### src/design/rmis_pkg.sv
package rmis_pkg;

    localparam logic [15:0] STEP_LIMIT_RESET = 16'd64;
    localparam logic [15:0] SEG_WRAP         = 16'h1000;
    localparam logic [15:0] COUNT_MAX        = 16'hFFFF;

    localparam logic [7:0] OP_ESCAPE   = 8'h0F;
    localparam logic [7:0] OP_INC_LO   = 8'h40;
    localparam logic [7:0] OP_INC_HI   = 8'h47;
    localparam logic [7:0] OP_DEC_LO   = 8'h48;
    localparam logic [7:0] OP_DEC_HI   = 8'h4F;
    localparam logic [7:0] OP_PUSH_LO  = 8'h50;
    localparam logic [7:0] OP_PUSH_HI  = 8'h57;
    localparam logic [7:0] OP_MOV_FROM_SREG = 8'h8C;
    localparam logic [7:0] OP_MOV_TO_SREG   = 8'h8E;
    localparam logic [7:0] OP_MOV_IMM_LO = 8'hB8;
    localparam logic [7:0] OP_MOV_IMM_HI = 8'hBF;
    localparam logic [7:0] OP_INT3     = 8'hCC;
    localparam logic [7:0] OP_INT      = 8'hCD;
    localparam logic [7:0] OP_IRET     = 8'hCF;
    localparam logic [7:0] OP_HLT      = 8'hF4;
    localparam logic [7:0] OP_GROUP5   = 8'hFF;

    localparam logic [7:0] ROM_SEL_LO    = 8'h1A;
    localparam logic [7:0] ROM_SEL_HI    = 8'h1E;
    localparam logic [7:0] ROM_SEL_VIDEO = 8'h2A;
    localparam logic [7:0] ROM_CODE_VIDEO = 8'd5;
    localparam logic [7:0] ROM_CODE_HALT  = 8'd1;
    localparam logic [7:0] VECTOR_BREAK   = 8'd3;
    localparam logic [4:0] GROUP5_JMP_REG = 5'b11100;
    localparam logic [1:0] MOD_REGISTER   = 2'b11;

    localparam logic [2:0] REG_SP = 3'd4;
    localparam logic [1:0] SREG_CS = 2'd1;
    localparam logic [1:0] SREG_SS = 2'd2;

    typedef enum logic [1:0] {
        SVC_NONE = 2'd0,
        SVC_INT  = 2'd1,
        SVC_IRET = 2'd2,
        SVC_ROM  = 2'd3
    } service_t;

    typedef enum logic [1:0] {
        STOP_RUN   = 2'd0,
        STOP_HALT  = 2'd1,
        STOP_TRAP  = 2'd2,
        STOP_LIMIT = 2'd3
    } stop_t;

    typedef logic [15:0] gen_regs_t [8];
    typedef logic [15:0] seg_regs_t [4];

    typedef struct packed {
        logic [7:0] opcode;
        logic [7:0] second_byte;
        logic [7:0] third_byte;
        logic       trap_flag;
    } instr_t;

    typedef struct packed {
        service_t    service;
        logic [7:0]  service_code;
        stop_t       stop;
        logic        mem_write;
        logic [20:0] write_address;
        logic [15:0] write_data;
        logic [20:0] fetch_address;
    } result_t;

    function automatic logic [20:0] phys(input logic [15:0] seg, input logic [15:0] off);
        phys = {1'b0, seg, 4'b0000} + {5'b00000, off};
    endfunction

endpackage

### src/design/rmis_exec.sv
module rmis_exec (
    input  rmis_pkg::instr_t    instr,
    input  rmis_pkg::gen_regs_t gen_cur,
    input  rmis_pkg::seg_regs_t seg_cur,
    input  logic [15:0]         ip_cur,
    input  logic [15:0]         count_cur,
    input  logic [15:0]         step_limit,
    output rmis_pkg::gen_regs_t gen_next,
    output rmis_pkg::seg_regs_t seg_next,
    output logic [15:0]         ip_next,
    output logic [15:0]         count_next,
    output rmis_pkg::result_t   result
);
    import rmis_pkg::*;

    logic [2:0]  rm;
    logic [2:0]  sel;
    logic [1:0]  len;
    logic        no_advance;
    logic [16:0] ip_sum;
    logic [7:0]  op;
    logic [7:0]  b2;

    assign op  = instr.opcode;
    assign b2  = instr.second_byte;
    assign rm  = b2[2:0];
    assign sel = b2[5:3];

    always_comb begin
        gen_next   = gen_cur;
        seg_next   = seg_cur;
        ip_next    = ip_cur;
        count_next = count_cur;
        len        = 2'd1;
        no_advance = 1'b0;
        ip_sum     = '0;
        result     = '0;

        unique case (op) inside
            OP_ESCAPE: begin
                len = 2'd0;
                if (b2 >= ROM_SEL_LO && b2 <= ROM_SEL_HI) begin
                    result.service      = SVC_ROM;
                    result.service_code = b2 - ROM_SEL_LO;
                end else if (b2 == ROM_SEL_VIDEO) begin
                    result.service      = SVC_ROM;
                    result.service_code = ROM_CODE_VIDEO;
                end else begin
                    len = 2'd2;
                end
                if (result.service == SVC_ROM && result.service_code == ROM_CODE_HALT) begin
                    result.stop = STOP_HALT;
                    no_advance  = 1'b1;
                end
            end
            [OP_INC_LO:OP_INC_HI]: begin
                gen_next[op[2:0]] = gen_cur[op[2:0]] + 16'd1;
            end
            [OP_DEC_LO:OP_DEC_HI]: begin
                gen_next[op[2:0]] = gen_cur[op[2:0]] - 16'd1;
            end
            [OP_PUSH_LO:OP_PUSH_HI]: begin
                // The pushed value is read before SP moves, so PUSH SP stores the old SP.
                gen_next[REG_SP]     = gen_cur[REG_SP] - 16'd2;
                result.mem_write     = 1'b1;
                result.write_address = phys(seg_cur[SREG_SS], gen_cur[REG_SP] - 16'd2);
                result.write_data    = gen_cur[op[2:0]];
            end
            OP_MOV_FROM_SREG: begin
                len = 2'd2;
                if (b2[7:6] == MOD_REGISTER && !sel[2]) begin
                    gen_next[rm] = seg_cur[sel[1:0]];
                end
            end
            OP_MOV_TO_SREG: begin
                len = 2'd2;
                if (b2[7:6] == MOD_REGISTER && !sel[2]) begin
                    seg_next[sel[1:0]] = gen_cur[rm];
                end
            end
            [OP_MOV_IMM_LO:OP_MOV_IMM_HI]: begin
                len = 2'd3;
                gen_next[op[2:0]] = {instr.third_byte, b2};
            end
            OP_INT3: begin
                len                 = 2'd0;
                result.service      = SVC_INT;
                result.service_code = VECTOR_BREAK;
            end
            OP_INT: begin
                len                 = 2'd0;
                result.service      = SVC_INT;
                result.service_code = b2;
            end
            OP_IRET: begin
                len            = 2'd0;
                result.service = SVC_IRET;
            end
            OP_HLT: begin
                result.stop = STOP_HALT;
                no_advance  = 1'b1;
            end
            OP_GROUP5: begin
                len = 2'd2;
                if (b2[7:3] == GROUP5_JMP_REG) begin
                    ip_next = gen_cur[rm];
                    len     = 2'd0;
                end
            end
            default: begin
                len = 2'd1;
            end
        endcase

        if (!no_advance) begin
            ip_sum  = {1'b0, ip_next} + {15'd0, len};
            ip_next = ip_sum[15:0];
            // Running off the end of the offset moves the code segment up by 64 KiB.
            if (ip_sum[16]) begin
                seg_next[SREG_CS] = seg_next[SREG_CS] + SEG_WRAP;
            end
            if (instr.trap_flag) begin
                result.stop = STOP_TRAP;
            end else begin
                if (count_cur != COUNT_MAX) begin
                    count_next = count_cur + 16'd1;
                end
                if (count_next >= step_limit) begin
                    result.stop = STOP_LIMIT;
                end
            end
        end

        result.fetch_address = phys(seg_next[SREG_CS], ip_next);
    end

endmodule

### src/design/real_mode_instruction_subset_step.sv
// Channel   Direction  Fields (low bit first)
// s_        in         opcode[7:0], second_byte[15:8], third_byte[23:16], trap_flag[24]
// m_        out        service, service_code, stop, mem_write, write_address,
//                      write_data, fetch_address (71 bits, zero pad to 72)
// cfg_wr_   in         step_limit[15:0], written at every edge where cfg_wr_en is high
//
// One instruction is executed per cycle while s_tready is high: decode and
// register-file update sit between the architectural registers and the result register,
// so a transfer can be taken on every clock. The result register is freed in the same
// cycle it is taken, so s_tready only drops while a result waits and m_tready is low.
// aresetn is synchronous, active low; it clears the general and segment registers,
// IP and the step count to zero and sets the step limit to 64.
module real_mode_instruction_subset_step (
    input  logic        aclk,
    input  logic        aresetn,
    input  logic        cfg_wr_en,
    input  logic [15:0] cfg_wr_data,
    input  logic        s_tvalid,
    output logic        s_tready,
    // opcode, second_byte, third_byte, trap_flag, 7 zero bits
    input  logic [31:0] s_tdata,
    output logic        m_tvalid,
    input  logic        m_tready,
    // service, service_code, stop, mem_write, write_address, write_data,
    // fetch_address, 1 zero bit
    output logic [71:0] m_tdata
);
    import rmis_pkg::*;

    gen_regs_t   gen_reg;
    gen_regs_t   gen_next;
    seg_regs_t   seg_reg;
    seg_regs_t   seg_next;
    logic [15:0] ip_reg;
    logic [15:0] ip_next;
    logic [15:0] count_reg;
    logic [15:0] count_next;
    logic [15:0] step_limit_reg;
    logic        m_valid_reg;
    result_t     result_reg;
    result_t     result_next;
    instr_t      instr;
    logic        s_fire;

    assign instr.opcode      = s_tdata[7:0];
    assign instr.second_byte = s_tdata[15:8];
    assign instr.third_byte  = s_tdata[23:16];
    assign instr.trap_flag   = s_tdata[24];

    assign s_tready = !m_valid_reg || m_tready;
    assign s_fire   = s_tvalid && s_tready;
    assign m_tvalid = m_valid_reg;
    assign m_tdata  = {1'b0, result_reg.fetch_address, result_reg.write_data,
                       result_reg.write_address, result_reg.mem_write, result_reg.stop,
                       result_reg.service_code, result_reg.service};

    rmis_exec u_exec (
        .instr      (instr),
        .gen_cur    (gen_reg),
        .seg_cur    (seg_reg),
        .ip_cur     (ip_reg),
        .count_cur  (count_reg),
        .step_limit (step_limit_reg),
        .gen_next   (gen_next),
        .seg_next   (seg_next),
        .ip_next    (ip_next),
        .count_next (count_next),
        .result     (result_next)
    );

    always_ff @(posedge aclk) begin
        if (!aresetn) begin
            gen_reg        <= '{default: 16'd0};
            seg_reg        <= '{default: 16'd0};
            ip_reg         <= '0;
            count_reg      <= '0;
            step_limit_reg <= STEP_LIMIT_RESET;
            m_valid_reg    <= 1'b0;
        end else begin
            if (cfg_wr_en) begin
                step_limit_reg <= cfg_wr_data;
            end
            if (s_fire) begin
                gen_reg     <= gen_next;
                seg_reg     <= seg_next;
                ip_reg      <= ip_next;
                count_reg   <= count_next;
                m_valid_reg <= 1'b1;
            end else if (m_tready) begin
                m_valid_reg <= 1'b0;
            end
        end
    end

    always_ff @(posedge aclk) begin
        if (s_fire) begin
            result_reg <= result_next;
        end
    end

endmodule

### config.mk
export PLATFORM = sky130hd
export DESIGN_NAME = real_mode_instruction_subset_step
export DESIGN_NICKNAME = d
export VERILOG_FILES = /design/src/design/rmis_pkg.sv /design/src/design/rmis_exec.sv /design/src/design/real_mode_instruction_subset_step.sv
export SDC_FILE = /design/constraint.sdc
export NUM_CORES = 1
export LEC_CHECK = 0
export BUFFER_PORTS_ARGS = -buffer_cell sky130_fd_sc_hd__buf_4
export CORE_MARGIN = 2
export CORE_UTILIZATION = 30
export CTS_CLUSTER_SIZE = 8
export DETAILED_ROUTE_END_ITERATION = 6
export GPL_TIMING_DRIVEN = 0
export SYNTH_ARGS = -nofsm -noshare
export SYNTH_HDL_FRONTEND = slang
export SYNTH_SLANG_ARGS = --single-unit
### constraint.sdc
create_clock -name aclk -period 19.3 [get_ports aclk]
set_input_delay 3.86 -clock aclk [delete_from_list [all_inputs] [get_ports aclk]]
set_output_delay 3.86 -clock aclk [all_outputs]
set_load 0.02 [all_outputs]
==> metrics.csv <==
stage,metric,value,unit
placed_design,place_congestion,1.037,
global_route,grt_pass1_vias,20430,
synthesis,synth-async-reset-ratio,0,%
layout,nets,2802,
routing,wl,97900,µm
power_and_ir_drop,ir_drop,69.91,µV
routing,vias_per_cell,6.010,
layout,largest_reg_flops,128,
floorplanning,dieArea,0.07269,mm²
synthesis,ys_warn_count,0,
critical_path,slowest_delay,860,ps
clock_network,cts-hold-fix-buffers,0,
routing,wl_per_cell,26.78,µm
clock_network,clkLatencyLatePin,620,ps
clock_network,ctsResizeCount,0,
synthesis,synth_edf_count,71,
hold_path,min_path_cells,2,
layout,fin_area,0.02449,mm²
synthesis,yosys.area.top_type,dfxtp_1,
floorplanning,rows,97,
placed_design,placed_area,0.02320,mm²
layout,multi_input_area,0.01314,mm²
sta,period_share,58.56,%
sta,relSlewSlack,2.418,%
critical_path,reg2regPathDepth,26,
sta,timing.final.hold_violations,0,
critical_path,cp_num_buf_inv,7,
critical_path,crit_fanout,10,
clock_network,cts_setup_buffers,0,
critical_path,critical_path.endpoint_type,register,
routing,route.detailed.drc,35,
sta,post-route-worst-setup-slack,7998,ps
synthesis,syn-instance-count,2537,
synthesis,syn_nets,2643,
clock_network,clk_pin_slew,50,ps
routing,drtPass1Iterations,7,
critical_path,crit_path_frequent_cell,a21o_1,
critical_path,arrival,11650,ps
synthesis,synth-seq-cells,312,
global_route,grt_usage,25.92,%
placed_design,post-place-ws,7471,ps
clock_network,cts-root-buf,clkbuf_16,
synthesis,synth.most_common_cell,nor2_1,
critical_path,cp.depth,31,
routing,vias,21970,
sta,clock_skew,43.68,ps
clock_network,cts_num_sinks,312,
sta,min_period,11300,ps
synthesis,avgSynthCellArea,8.343,µm²
clock_network,cts_buffer_depth,3,
synthesis,synth_ff_type,dfxtp_1,
global_route,grt-ovfl-total,0,
layout,syn2layout_area_growth,15.69,%
power_and_ir_drop,power,0.001708,W
power_and_ir_drop,p_per_area,69.73,mW/mm²
layout,fillers,7354,
clock_network,cts_buffers,45,
floorplanning,start_util,30.28,%
floorplanning,io_pins,127,
clock_network,cts_tree,done,
hold_path,hp-class,register to register,
critical_path,criticalPathCategory,primary input to register,
placed_design,port_buffers,110,
routing,detail-route-antenna-nets,0,
power_and_ir_drop,leakagePower,8.452,nW
floorplanning,core,0.06991,mm²
global_route,grt_max_degree,43,
critical_path,critPathSlowestCell,mux2i_1,
floorplanning,die_x,269.6,µm
synthesis,ys_seq_area_share,32.87,%
sta,worstMarginPinSlew,1423,ps
sta,setup_viol,0,
sta,rsz0062_at_grt,no,
synthesis,synthDistinctLibCells,98,
clock_network,htreeDepth,2,
synthesis,syn_area,0.02117,mm²
job,maxCapViolations,0,
sta,max_freq,88.48,MHz
global_route,grt_pass1_wl,141100,µm
global_route,antenna_found_initial,3,
critical_path,cp_top_family,compound AO/OA/AOI/OAI gates,
outcome,violations,design-rule violations,
sta,maxSlewViolCount,0,
layout,sequential_cell_area,0.006957,mm²
placed_design,place_hpwl,75480,µm
routing,drtIter0Drc,3038,
sta,fin_setup_tns,0,ps
layout,drive_gt1_share,10.90,%
outcome,status,"complete, but fails checks",
critical_path,worstPathRequired,19650,ps
synthesis,yosys-top-cells-count,"nor2_1 (310), nand2_1 (271), dfxtp_1 (241)",
synthesis,synth.area.top_cells,"dfxtp_1 (23%), edfxtp_1 (10%), mux2i_1 (6.5%), mux4_2 (5.6%), nor2_1 (5.5%)",
critical_path,start_kind,primary input,
synthesis,netlist.area_leader.share,22.79,%
floorplanning,die_height,269.6,µm
-- worst register-to-register path, cell delays in order (launching register included) --
cell and delay (ps):
dfxtp_1 410, mux4_2 490, mux2i_1 810, nor2_1 90, a21oi_1 250, inv_1 100, ha_1 290, a21o_1 110
o31ai_1 60, a31o_2 270, nor2_1 250, nand2_1 110, xor2_1 140, o21ai_0 480, inv_1 90, ha_1 290
a21o_1 110, a21o_1 150, a21o_1 130, a21oi_1 70, or2_2 320, a21oi_2 250, o221ai_1 210, a221o_1 380
nand2b_1 160, xor2_1 140, mux2i_1 90
-- report_power, final --
group / leakage (nW) / switching [W] / internal, W
clock: 0.620 / 0.000316 / 0.000443
sequential: 2.66 / 0.00000870 / 0.000685
combinational: 5.17 / 0.000175 / 0.0000798
-- final timing paths --
check	from	end	slack, ps
worst max-delay path	s_tdata[8]	m_tdata[67]	8000
worst min register to register	ip_reg[12]	ip_reg[12]	460
worst max register to register	gen_reg[49]	m_tdata[67]	12780
worst min-delay path	ip_reg[12]	ip_reg[12]	460
-- area by class of cell --
cell class | instances | area share, %
well taps | 940 | 4.803
multi-input cells | 1965 | 53.66
clock inverters | 4 | 0.3628
repair buffers | 112 | 3.474
clock buffers | 62 | 4.900
plain buffers | 207 | 3.561
flip-flops and latches | 312 | 28.41
diodes | 1 | 0.01022
inverters | 53 | 0.8175
-- kinds of logic (layout without fill, tap and decap cells) --
| logic type | count (synthesis) | in the layout | synth area share, % |
|---|---|---|---|
| xor+xnor | 105 | 105 | 4.416 |
| buf+inv | 260 | 438 | 5.048 |
| fa+ha+maj | 54 | 54 | 3.287 |
| simple gates | 855 | 855 | 18.36 |
| flops | 312 | 312 | 32.87 |
| other cells | 1 | 2 | 0.01772 |
| compound gates | 747 | 747 | 22.94 |
| mux | 203 | 203 | 13.07 |
-- metal layers --
metal | vias to the layer above | wire (µm) | GRT usage (%)
met1 | 10480 | 38530 | 33.57
met4 | 2 | 6084 | 14.47
met3 | 326 | 10680 | 5.931
li1 | 9667 | - | -
met5 | - | 13 | 0
met2 | 1501 | 42580 | 39.74
-- layout by cell type, fill, tap and decap left out, types with 18 or more instances in the layout --
cell and count:
o21ai_0 168, o22ai_1 75, o221ai_1 21, mux4_2 53, xnor2_1 62, ha_1 50, edfxtp_1 71, clkbuf_1 175
nor2_1 310, buf_4 116, a31oi_1 25, a211oi_1 58, nor2b_1 18, xor2_1 41, nand3_1 52, buf_2 19
nor3_1 53, a22oi_1 27, dfxtp_1 241, nand2b_1 24, a221oi_1 26, mux2i_1 138, inv_1 50, a21oi_1 182
nand2_1 271, clkbuf_16 45
-- metrics by stage --
| stage | cells | utilization [%] | hold slack [ps] |
|---|---|---|---|
| finish | 3656 | 35.03 | 460.4 |
| global route | 3656 | 35.03 | 475.8 |
| CTS | 3655 | 35.03 | 459.6 |
| detailed placement | 3589 | 33.18 | 452.1 |
| global placement | 3587 | 33.14 | 443.6 |
| floorplan | 2537 | - | 436.7 |
(Power assumes the default switching activity.)
